**config.mk**
```make
export PLATFORM = sky130hd
export DESIGN_NAME = two_side_game_clock
export DESIGN_NICKNAME = d
export VERILOG_FILES = /design/src/hw/rtl/tsgc_pkg.sv /design/src/hw/rtl/tsgc_cfg.sv /design/src/hw/rtl/two_side_game_clock.sv
export SDC_FILE = /design/constraint.sdc
export NUM_CORES = 1
export LEC_CHECK = 0
export BUFFER_PORTS_ARGS = -buffer_cell sky130_fd_sc_hd__clkbuf_2
export CORE_MARGIN = 2
export CORE_UTILIZATION = 50
export DETAILED_ROUTE_END_ITERATION = 7
export HOLD_SLACK_MARGIN = 0.12
export PLACE_DENSITY = 0.71
export SYNTH_ARGS = -nofsm -noshare
export SYNTH_HDL_FRONTEND = slang
export SYNTH_SLANG_ARGS = --single-unit
```
**constraint.sdc**
```tcl
create_clock -name i_clk -period 4.77 [get_ports i_clk]
set_input_delay 0.477 -clock i_clk [delete_from_list [all_inputs] [get_ports i_clk]]
set_output_delay 0.477 -clock i_clk [all_outputs]
set_load 0.05 [all_outputs]
```
**src/hw/rtl/tsgc_pkg.sv**
```systemverilog
// Shared types, codes and reset values for the two-sided game clock.
package tsgc_pkg;

    localparam int unsigned TIME_BITS_DEF = 32;
    localparam int unsigned MILLIS_IN_SEC = 1000;
    localparam int unsigned MILLIS_IN_MIN = 60 * MILLIS_IN_SEC;

    localparam logic        RST_TIME_CTRL = 1'b1;
    localparam logic [31:0] RST_INIT_MS   = 32'(3 * MILLIS_IN_MIN);
    localparam logic [31:0] RST_INC_MS    = 32'(2 * MILLIS_IN_SEC);

    localparam int unsigned ADDR_BITS = 4;

    // register index, taken from paddr[3:2]
    localparam logic [1:0] REG_TIME_CTRL = 2'd0;
    localparam logic [1:0] REG_INIT_MS   = 2'd1;
    localparam logic [1:0] REG_INC_MS    = 2'd2;

    localparam logic [2:0] MODE_TICK   = 3'd0;
    localparam logic [2:0] MODE_SWITCH = 3'd1;
    localparam logic [2:0] MODE_INC    = 3'd2;
    localparam logic [2:0] MODE_PAUSE  = 3'd3;
    localparam logic [2:0] MODE_RESUME = 3'd4;
    localparam logic [2:0] MODE_START  = 3'd5;

    typedef struct packed {
        logic [2:0]  mode;
        logic [31:0] now_ms;
        logic        side;
    } t_in;

    typedef struct packed {
        logic [31:0] white_left_ms;
        logic [31:0] black_left_ms;
        logic        running_side;
        logic        is_paused;
        logic        white_fell;
        logic        black_fell;
        logic        timed_game;
    } t_out;

    typedef struct packed {
        logic        time_ctrl;
        logic [31:0] init_ms;
        logic [31:0] inc_ms;
    } t_cfg;

endpackage

```
**src/hw/rtl/tsgc_cfg.sv**
```systemverilog
// APB register file: time control enable, initial time and increment.
module tsgc_cfg (
    input  logic                          i_clk,
    input  logic                          i_rst_n,
    input  logic                          psel,
    input  logic                          penable,
    input  logic                          pwrite,
    input  logic [tsgc_pkg::ADDR_BITS-1:0] paddr,
    input  logic [31:0]                   pwdata,
    output logic [31:0]                   prdata,
    output logic                          pready,
    output tsgc_pkg::t_cfg                o_cfg
);

    tsgc_pkg::t_cfg r_cfg;
    logic           wr_en;
    logic [1:0]     reg_idx;

    assign pready  = 1'b1;
    assign wr_en   = psel && penable && pwrite;
    assign reg_idx = paddr[3:2];
    assign o_cfg   = r_cfg;

    always_ff @(posedge i_clk) begin
        if (!i_rst_n) begin
            r_cfg.time_ctrl <= tsgc_pkg::RST_TIME_CTRL;
            r_cfg.init_ms   <= tsgc_pkg::RST_INIT_MS;
            r_cfg.inc_ms    <= tsgc_pkg::RST_INC_MS;
        end else if (wr_en) begin
            unique case (reg_idx)
                tsgc_pkg::REG_TIME_CTRL: r_cfg.time_ctrl <= pwdata[0];
                tsgc_pkg::REG_INIT_MS:   r_cfg.init_ms   <= pwdata;
                tsgc_pkg::REG_INC_MS:    r_cfg.inc_ms    <= pwdata;
                default: ;
            endcase
        end
    end

    always_comb begin
        unique case (reg_idx)
            tsgc_pkg::REG_TIME_CTRL: prdata = {31'd0, r_cfg.time_ctrl};
            tsgc_pkg::REG_INIT_MS:   prdata = r_cfg.init_ms;
            tsgc_pkg::REG_INC_MS:    prdata = r_cfg.inc_ms;
            default:                 prdata = 32'd0;
        endcase
    end

endmodule

```
**src/hw/rtl/two_side_game_clock.sv**
```systemverilog
// Top level of the two-sided countdown game clock with Fischer increment.
//
// Usage: one event beat on the input channel (mode, now_ms, side) gives
// exactly one result beat on the output channel with both remaining times,
// the running side, the paused mark, both flag-fall marks and the timed mark
// as they stand after the event. Events are applied in acceptance order.
// Pipeline: an input register, then one pass of compare/subtract/add logic
// into the state and result registers, which also hold the result beat.
// Throughput is one event per cycle while the receiver does not stall; the
// state update of one event is visible to the event in the next cycle.
// When the receiver stalls, the result register holds its beat and the
// input register can still take one more beat; after that o_in_stall rises.
// Reset clears the game state (untimed, not paused, white running, times
// zero) and loads the configuration registers with their defaults: timed
// games on, 3 minutes initial time, 2 seconds increment. Configuration is
// written through the APB port, one register per 32-bit word.
module two_side_game_clock #(
    parameter int unsigned TIME_BITS = tsgc_pkg::TIME_BITS_DEF
) (
    input  logic                           i_clk,
    input  logic                           i_rst_n,
    input  logic                           i_in_valid,
    output logic                           o_in_stall,
    input  tsgc_pkg::t_in                  i_in_data,
    output logic                           o_out_valid,
    input  logic                           i_out_stall,
    output tsgc_pkg::t_out                 o_out_data,
    input  logic                           psel,
    input  logic                           penable,
    input  logic                           pwrite,
    input  logic [tsgc_pkg::ADDR_BITS-1:0] paddr,
    input  logic [31:0]                    pwdata,
    output logic [31:0]                    prdata,
    output logic                           pready
);

    tsgc_pkg::t_cfg cfg;

    tsgc_cfg u_cfg (
        .i_clk   (i_clk),
        .i_rst_n (i_rst_n),
        .psel    (psel),
        .penable (penable),
        .pwrite  (pwrite),
        .paddr   (paddr),
        .pwdata  (pwdata),
        .prdata  (prdata),
        .pready  (pready),
        .o_cfg   (cfg)
    );

    // input register
    logic          r_in_valid;
    tsgc_pkg::t_in r_in;
    // result register
    logic           r_out_valid;
    tsgc_pkg::t_out r_out;
    // game state
    logic                 r_timed, n_timed;
    logic                 r_halted, n_halted;
    logic                 r_act, n_act;
    logic [TIME_BITS-1:0] r_stamp, n_stamp;
    logic [TIME_BITS-1:0] r_left_w, n_left_w;
    logic [TIME_BITS-1:0] r_left_b, n_left_b;
    logic                 r_fell_w, n_fell_w;
    logic                 r_fell_b, n_fell_b;

    logic                 advance;
    logic [TIME_BITS-1:0] now_t;
    logic [TIME_BITS-1:0] elapsed;
    logic [TIME_BITS-1:0] run_left;
    logic                 run_fell;
    logic [TIME_BITS-1:0] inc_t;
    logic [TIME_BITS-1:0] init_t;
    logic [TIME_BITS-1:0] inc_left;
    logic                 inc_fell;
    logic [TIME_BITS:0]   inc_sum;
    logic [TIME_BITS-1:0] inc_res;
    logic                 charge_en;
    logic [TIME_BITS-1:0] chg_left;
    logic                 chg_fell;

    assign advance     = !r_out_valid || !i_out_stall;
    assign o_in_stall  = r_in_valid && !advance;
    assign o_out_valid = r_out_valid;
    assign o_out_data  = r_out;

    assign now_t    = TIME_BITS'(r_in.now_ms);
    assign inc_t    = TIME_BITS'(cfg.inc_ms);
    assign init_t   = TIME_BITS'(cfg.init_ms);
    assign elapsed  = now_t - r_stamp;
    assign run_left = r_act ? r_left_b : r_left_w;
    assign run_fell = r_act ? r_fell_b : r_fell_w;
    assign inc_left = r_in.side ? r_left_b : r_left_w;
    assign inc_fell = r_in.side ? r_fell_b : r_fell_w;
    assign inc_sum  = {1'b0, inc_left} + {1'b0, inc_t};
    // saturate on carry out
    assign inc_res  = inc_sum[TIME_BITS] ? {TIME_BITS{1'b1}} : inc_sum[TIME_BITS-1:0];

    // charge of elapsed time to the running side
    always_comb begin
        chg_left = run_left;
        chg_fell = run_fell;
        if (elapsed != '0 && !run_fell) begin
            if (elapsed >= run_left) begin
                chg_left = '0;
                chg_fell = 1'b1;
            end else begin
                chg_left = run_left - elapsed;
            end
        end
    end

    always_comb begin
        n_timed  = r_timed;
        n_halted = r_halted;
        n_act    = r_act;
        n_stamp  = r_stamp;
        n_left_w = r_left_w;
        n_left_b = r_left_b;
        n_fell_w = r_fell_w;
        n_fell_b = r_fell_b;

        charge_en = r_timed && !r_halted &&
                    (r_in.mode == tsgc_pkg::MODE_TICK ||
                     r_in.mode == tsgc_pkg::MODE_SWITCH ||
                     r_in.mode == tsgc_pkg::MODE_PAUSE);
        if (charge_en) begin
            n_stamp = now_t;
            if (r_act) begin
                n_left_b = chg_left;
                n_fell_b = chg_fell;
            end else begin
                n_left_w = chg_left;
                n_fell_w = chg_fell;
            end
        end

        unique case (r_in.mode)
            tsgc_pkg::MODE_SWITCH: begin
                if (r_timed) begin
                    n_act   = !r_act;
                    n_stamp = now_t;
                end
            end
            tsgc_pkg::MODE_INC: begin
                if (r_timed && !inc_fell) begin
                    if (r_in.side) begin
                        n_left_b = inc_res;
                    end else begin
                        n_left_w = inc_res;
                    end
                end
            end
            tsgc_pkg::MODE_PAUSE: begin
                if (r_timed && !r_halted) begin
                    n_halted = 1'b1;
                end
            end
            tsgc_pkg::MODE_RESUME: begin
                if (r_timed && r_halted) begin
                    n_halted = 1'b0;
                    n_stamp  = now_t;
                end
            end
            tsgc_pkg::MODE_START: begin
                n_halted = 1'b0;
                n_fell_w = 1'b0;
                n_fell_b = 1'b0;
                if (cfg.time_ctrl) begin
                    n_timed  = 1'b1;
                    n_act    = r_in.side;
                    n_stamp  = now_t;
                    n_left_w = init_t;
                    n_left_b = init_t;
                end else begin
                    n_timed  = 1'b0;
                    n_act    = 1'b0;
                    n_stamp  = '0;
                    n_left_w = '0;
                    n_left_b = '0;
                end
            end
            default: ;
        endcase
    end

    always_ff @(posedge i_clk) begin
        if (!i_rst_n) begin
            r_in_valid  <= 1'b0;
            r_out_valid <= 1'b0;
            r_timed     <= 1'b0;
            r_halted    <= 1'b0;
            r_act       <= 1'b0;
            r_stamp     <= '0;
            r_left_w    <= '0;
            r_left_b    <= '0;
            r_fell_w    <= 1'b0;
            r_fell_b    <= 1'b0;
        end else begin
            if (!o_in_stall) begin
                r_in_valid <= i_in_valid;
            end
            if (advance) begin
                r_out_valid <= r_in_valid;
                if (r_in_valid) begin
                    r_timed  <= n_timed;
                    r_halted <= n_halted;
                    r_act    <= n_act;
                    r_stamp  <= n_stamp;
                    r_left_w <= n_left_w;
                    r_left_b <= n_left_b;
                    r_fell_w <= n_fell_w;
                    r_fell_b <= n_fell_b;
                end
            end
        end
    end

    // payload registers, no reset
    always_ff @(posedge i_clk) begin
        if (!o_in_stall && i_in_valid) begin
            r_in <= i_in_data;
        end
        if (advance && r_in_valid) begin
            r_out.white_left_ms <= 32'(n_left_w);
            r_out.black_left_ms <= 32'(n_left_b);
            r_out.running_side  <= n_act;
            r_out.is_paused     <= n_halted;
            r_out.white_fell    <= n_fell_w;
            r_out.black_fell    <= n_fell_b;
            r_out.timed_game    <= n_timed;
        end
    end

endmodule

```
==> results of run 1 <==
per-layer routing:
layer	routed length [um]	track usage, %
met5	0	0
met4	4850	19.6
met3	7890	6.59
met2	36000	56.8
met1	34200	50.4
worst paths after layout:
kind / start / to / slack, ns / cells past startpoint
hold / removal: i_in_valid / r_in_valid$_SDFFE_PN0N_ / 0.13 / 3
setup reg to reg: now_t[3]$_DFFE_PP_ / o_out_data[21]$_DFFE_PP_ / -0.26 / 20
hold reg to reg: u_cfg.o_cfg[27]$_SDFFE_PN0P_ / u_cfg.o_cfg[27]$_SDFFE_PN0P_ / 0.48 / 2
setup / recovery: now_t[3]$_DFFE_PP_ / o_out_data[21]$_DFFE_PP_ / -0.26 / 20
cells in the mapped netlist, types with 17 or more instances:
cell and number:
clkbuf_1 152, inv_1 68, mux2_2 59, nand3_1 59
o211ai_1 21, dfxtp_1 168, and2_1 22, nand3b_1 17
xor2_1 32, mux2i_1 40, o21ai_0 212, a22o_1 32
a21oi_1 309, nor2_1 260, a211oi_1 17, nand4_1 23
nor3_1 109, xnor2_1 38, nand2_1 360, o21a_1 24
a21o_1 55, ha_1 95, a31oi_1 36, edfxtp_1 105
a22oi_1 77
where the power goes:
part / switching (W) / internal (W) / leakage (nW) / total, W
sequential: 0.0000474 / 0.00248 / 2.37 / 0.00253
combinational: 0.000899 / 0.000531 / 8.33 / 0.00143
clock: 0.00103 / 0.00129 / 0.463 / 0.00231
critical path, stage by stage, from the launching register on:
cell,delay (ns)
edfxtp_1,0.45
ha_4,0.28
buf_6,0.11
o211ai_1,0.27
a21oi_4,0.07
buf_6,0.13
buf_6,0.11
o211ai_1,0.35
buf_4,0.18
a21oi_1,0.06
or3_4,0.42
ha_4,0.30
nand4_1,0.22
nor4_4,0.37
a221o_1,0.29
and2_4,0.33
buf_16,0.23
a21oi_4,0.07
a22oi_1,0.28
nand2_1,0.13
nor2_1,0.22
through the flow:
stage	total power (W)	TNS, ns	util (%)
final	0.00627	-13.74	67.2
after global placement	0.00377	-23.66	58.7
after CTS	0.00617	-6.72	64.3
after detailed placement	0.00378	-36.22	58.7
after global routing	0.00646	-35.92	67.2
after floorplan	0.00327	0	-
sequential cells by signal, indices dropped and copies added, names as in the netlist:
signal       count
r_stamp         32
r_halted         1
r_fell_b         1
r_left_b        32
o_out_valid      1
r_left_w        32
r_in_valid       1
now_t           32
r_fell_w         1
r_timed          1
r_in             4
o_out_data      69
u_cfg.o_cfg     65
r_act            1
logic make-up after synthesis:
group | share of synthesized area [%]
AOI/OAI and AO/OA | 28.0
xor gates and xnor gates | 3.01
adders and majority gates | 6.13
buffers and inverters | 4.71
DFF | 32.0
muxes | 5.23
other | 0.0184
and+or+nand+nor | 20.9
layout make-up:
class                      instances  share of cell area [%]
clock buffer                      41                    3.14
clock inverter                    15                   0.400
inverter                          69                   0.987
multi-input combinational       2129                    54.2
sequential                       273                    24.2
tap                              525                    2.44
timing repair buffer             530                    14.6
repair_timing:
action / 4_1_cts / 5_1_grt
pin swaps: 108 / 154
endpoints found under the hold margin: 71 / 0
setup buffers: 11 / 18
gates resized for setup: 136 / 208
hold buffers: 57 / 0
setup endpoints to repair: 130 / 132
cloned: 3 / 1
==> results.txt, run 1 <==
Run status -> finished with violations
Violated checks -> negative setup slack
Post-route cell area -> 0.0269 mm^2
Classification of the worst-slack hold path -> primary input to register
Number of search-and-repair iterations in the first detailed-routing pass -> 8
Syn_nets -> 2,825
Number of nets with antenna violations after routing -> 0
Post-synth EDFFs -> 105
Routability Congestion -> 0.939
Critical Path AT -> 5.44 ns
Cell count after synthesis -> 2,648
Count of placed standard cells including taps -> 3,443
Worst max-slew margin expressed relative to the limit -> 16.3%
Number of warnings printed during yosys synthesis -> 0
Pin count of the biggest net entering global routing -> 88
Post-route clock skew -> 0.0275 ns
Nets -> 3,211
Number of sinks on the clock net -> 273
Fraction of final layout cells with drive strength greater than 1 -> 28.0%
Commonest cells after routing, fill and taps aside -> 342 x nand2_1, 264 x buf_4, 258 x a21oi_1
Number of H-tree levels -> 1
Top-Level Pins -> 183
Total of endpoints with negative setup slack in the final report -> 117
Post-synthesis instance area -> 0.0204 mm^2
Post-place instance area -> 0.0235 mm^2
WS Path Type -> register to register
Worst Tran Pin Value -> 1.25 ns
Diode count -> 0
Part of the cycle the worst path needs -> 106%
Fraction of the yosys area taken by sequential cells -> 32.0%
DIE WIDTH -> 206 um
Final Hold Violating Endpoints -> 0
Setup crit start kind -> register
Kind of capture point of the worst setup path -> register
Vias per Instance -> 6.41
Top area cells in the synthesized netlist -> dfxtp_1 17%, edfxtp_1 15%, a21oi_1 7.6%, nand2_1 6.6%, ha_1 5.8%
Via count of the first global-routing pass -> 21,339
Flip-flop and latch area -> 0.00652 mm^2
Leading cell type in the layout, fill and taps excluded -> nand2_1
Number of placement rows -> 73
Maximum resistive drop on vdd -> 0.275 mV
Total detailed-routing wirelength -> 82,900 um
Minimum setup slack after placement -> -0.472 ns
Setup repair after global routing missed its margin -> true
Die span in y -> 206 um
Highest achievable clock rate -> 199 MHz
Worst Path Required -> 5.18 ns
Clock Tree Buf Depth -> 3
DRC -> 0
Library cell occupying the most area in the post-synthesis netlist -> dfxtp_1
Via Count -> 22,968
Total of flip-flops plus latches after synthesis -> 273
TritonCTS buffer count -> 31
Worst path setup slack after routing -> -0.265 ns
Input/output buffers -> 179
Initial core utilization -> 50.9%
WHS -> 0.134 ns
Detail-routed net length per standard cell -> 23.1 um
Full die area -> 0.0424 mm^2
Area growth, synth to finish -> 32.0%
CTS tree -> built
Post-layout instance count excluding filler cells -> 3,582
Avg Inst Size Synth -> 7.69 um^2
Number of antenna violations at the first check in global routing -> 1
Global-route usage over all layers -> 37.3%
Area share of the leading cell type in the synthesized netlist -> 16.5%
Wire length of the first global-routing pass -> 122,000 um
Min Clock Period, post-route -> 5.03 ns
Distinct cell type count after synthesis -> 81
Half-perimeter wire length after placement -> 58,700 um
Fin. max-slew vios -> 0
Ratio of total power to cell area -> 233 mW/mm^2
Standard cell core area -> 0.0400 mm^2
Clock root buffer -> clkbuf_16
Most instantiated flip-flop cell in the synthesis netlist -> dfxtp_1
Leak Pwr -> 11.2 nW
Maximum net fanout on the critical path -> 8
Filler cells -> 3,366
Global route overflow -> 0
Clock transition at path regs -> 0.06 ns
Clock insertion delay at the later pin of the skew report -> 0.60 ns
Max cap viols -> 0
Area of the multi-input gates -> 0.0146 mm^2
Post-synth ARST share -> 0%
Violation count after the first detailed-route iteration -> 2,679
Power figures use the tool's default switching activity.
==> run 2, diff against run 1 <==
SKIP_CTS_REPAIR_TIMING = 1   (was not set)
==> results.txt, run 2 (same netlist as run 1, synthesis figures left out) <==
Via Count -> 22,653
Area growth, synth to finish -> 26.5%
Finished Core Util -> 64.4%
Clock transition at path regs -> 0.06 ns
Nets -> 3,181
WS Path Type -> register to register
Min Clock Period, post-route -> 5.03 ns
Setup repair after global routing missed its margin -> true
Maximum net fanout on the critical path -> 5
Sw frac -> 31.2%
Number of sinks on the clock net -> 273
Full die area -> 0.0424 mm^2
Part of the cycle the worst path needs -> 106%
Stage delay of the slowest cell on the critical path -> 0.57 ns
Clock Tree Buf Depth -> 3
Critical Path AT -> 5.48 ns
Number of stages on the worst hold path -> 3
Worst max-slew margin expressed relative to the limit -> 17.0%
Filler cells -> 3,521
Setup_tns -> -11.83 ns
Number of antenna violations at the first check in global routing -> 0
Highest achievable clock rate -> 199 MHz
Standard cell core area -> 0.0400 mm^2
Critical path's most frequent cell -> buf_6
Net switching power -> 0.00194 W
Vias per Instance -> 6.38
Commonest cells after routing, fill and taps aside -> 351 x nand2_1, 286 x a21oi_1, 269 x buf_4
Violation count after the first detailed-route iteration -> 2,580
DRC -> 0
Combinational cell fraction of total power -> 21.9%
Max reg flops -> 69
Die span in y -> 206 um
Clock insertion delay at the later pin of the skew report -> 0.61 ns
Final Hold Violating Endpoints -> 0
Number of placement rows -> 73
Number of nets with antenna violations after routing -> 0
Classification of the worst-slack hold path -> primary input to register
TritonCTS buffer count -> 31
Half-perimeter wire length after placement -> 58,700 um
Initial core utilization -> 50.9%
Setup crit start kind -> register
DIE WIDTH -> 206 um
Number of H-tree levels -> 1
Violated checks -> negative setup slack
Fraction of final layout cells with drive strength greater than 1 -> 24.7%
Series of cell instances along the critical path -> ha_4 -> buf_6 -> o211ai_1 -> a21oi_4 -> buf_6 -> buf_6 -> o211ai_1 -> buf_4 -> a21oi_1 -> or3_4 -> ha_4 -> nand4_1 -> nor4_2 -> a221o_1 -> nand3_1 -> mux2_4 -> a31oi_4 -> nor2_1 -> or4_4 -> nor2_4
Pin count of the biggest net entering global routing -> 88
Input/output buffers -> 179
Internal cell power -> 0.00428 W
Worst Path Required -> 5.22 ns
Leading cell type in the layout, fill and taps excluded -> nand2_1
Slowest-stage cell, CP -> or4_4
Routability Congestion -> 0.939
Global route overflow -> 0
Top-Level Pins -> 183
Wire length of the first global-routing pass -> 119,000 um
CTS tree -> built
Clock root buffer -> clkbuf_16
Fin. max-slew vios -> 0
Worst r2r path cells -> 20
Via count of the first global-routing pass -> 20,645
Global-route usage over all layers -> 36.2%
WHS -> 0.116 ns
Run status -> finished with violations
Ratio of total power to cell area -> 241 mW/mm^2
Clk network pwr share -> 37.4%
Seq pwr share -> 40.7%
Total of endpoints with negative setup slack in the final report -> 113
Kind of capture point of the worst setup path -> register
Number of search-and-repair iterations in the first detailed-routing pass -> 6
Max cap viols -> 0
Total detailed-routing wirelength -> 80,900 um
Leak Pwr -> 10.8 nW
Diode count -> 0
Detail-routed net length per standard cell -> 22.8 um
Maximum resistive drop on vdd -> 0.285 mV
Worst path setup slack after routing -> -0.263 ns
Worst Tran Pin Value -> 1.24 ns
Post-route clock skew -> 0.0242 ns
run 2: per-stage QoR:
stage	cells	cell area [um^2]	total power, W	setup slack, ns
2_1_floorplan	2648	20400	0.00327	0.0198
3_3_place_gp	3443	23500	0.00377	-0.433
3_5_place_dp	3443	23500	0.00378	-0.472
4_1_cts	3499	24400	0.00607	-0.521
5_1_grt	3552	25800	0.00639	-0.408
6_report	3552	25800	0.00622	-0.263
run 2: path summary, 6_finish.rpt:
check	slack, ns	to	startpoint
min reg2reg	0.48	u_cfg.o_cfg[27]$_SDFFE_PN0P_	u_cfg.o_cfg[27]$_SDFFE_PN0P_
min	0.12	u_cfg.o_cfg[4]$_SDFFE_PN1P_	pwdata[4]
max reg2reg	-0.26	o_out_data[36]$_DFFE_PP_	now_t[3]$_DFFE_PP_
max	-0.26	o_out_data[36]$_DFFE_PP_	now_t[3]$_DFFE_PP_
run 2: layer usage:
layer	routed length [um]	GRT usage [%]	vias to the layer above
met5	0	0	-
met4	4880	19.1	0
met3	7720	5.99	268
met2	34900	54.5	1242
met1	33400	49.8	10727
li1	-	-	10416
run 2: worst max-delay path, delay by kind of cell (launching register included):
family                     cells  cell delay, ns
buffers and inverters          4            0.53
adders and majority gates      2            0.58
muxes                          1            0.34
AOI/OAI and AO/OA              6            1.17
and+or+nand+nor                7            1.83
DFF                            1            0.45
run 2: layout make-up:
type / count / area, um^2 / share of cell area, %
multi-input cells: 2129 / 13900 / 53.8
flip-flops and latches: 273 / 6520 / 25.3
repair buffers: 500 / 3510 / 13.6
clock buffers: 41 / 843 / 3.27
well taps: 525 / 657 / 2.55
inverters: 69 / 265 / 1.03
clock inverters: 15 / 108 / 0.418
run 2: power groups by stage:
stage | logic, W | registers (W) | clock network [W]
2_1_floorplan | 0.000619 | 0.00265 | 0
3_3_place_gp | 0.00119 | 0.00258 | 0
3_5_place_dp | 0.00120 | 0.00258 | 0
4_1_cts | 0.00121 | 0.00253 | 0.00234
5_1_grt | 0.00144 | 0.00254 | 0.00242
6_report | 0.00136 | 0.00253 | 0.00232
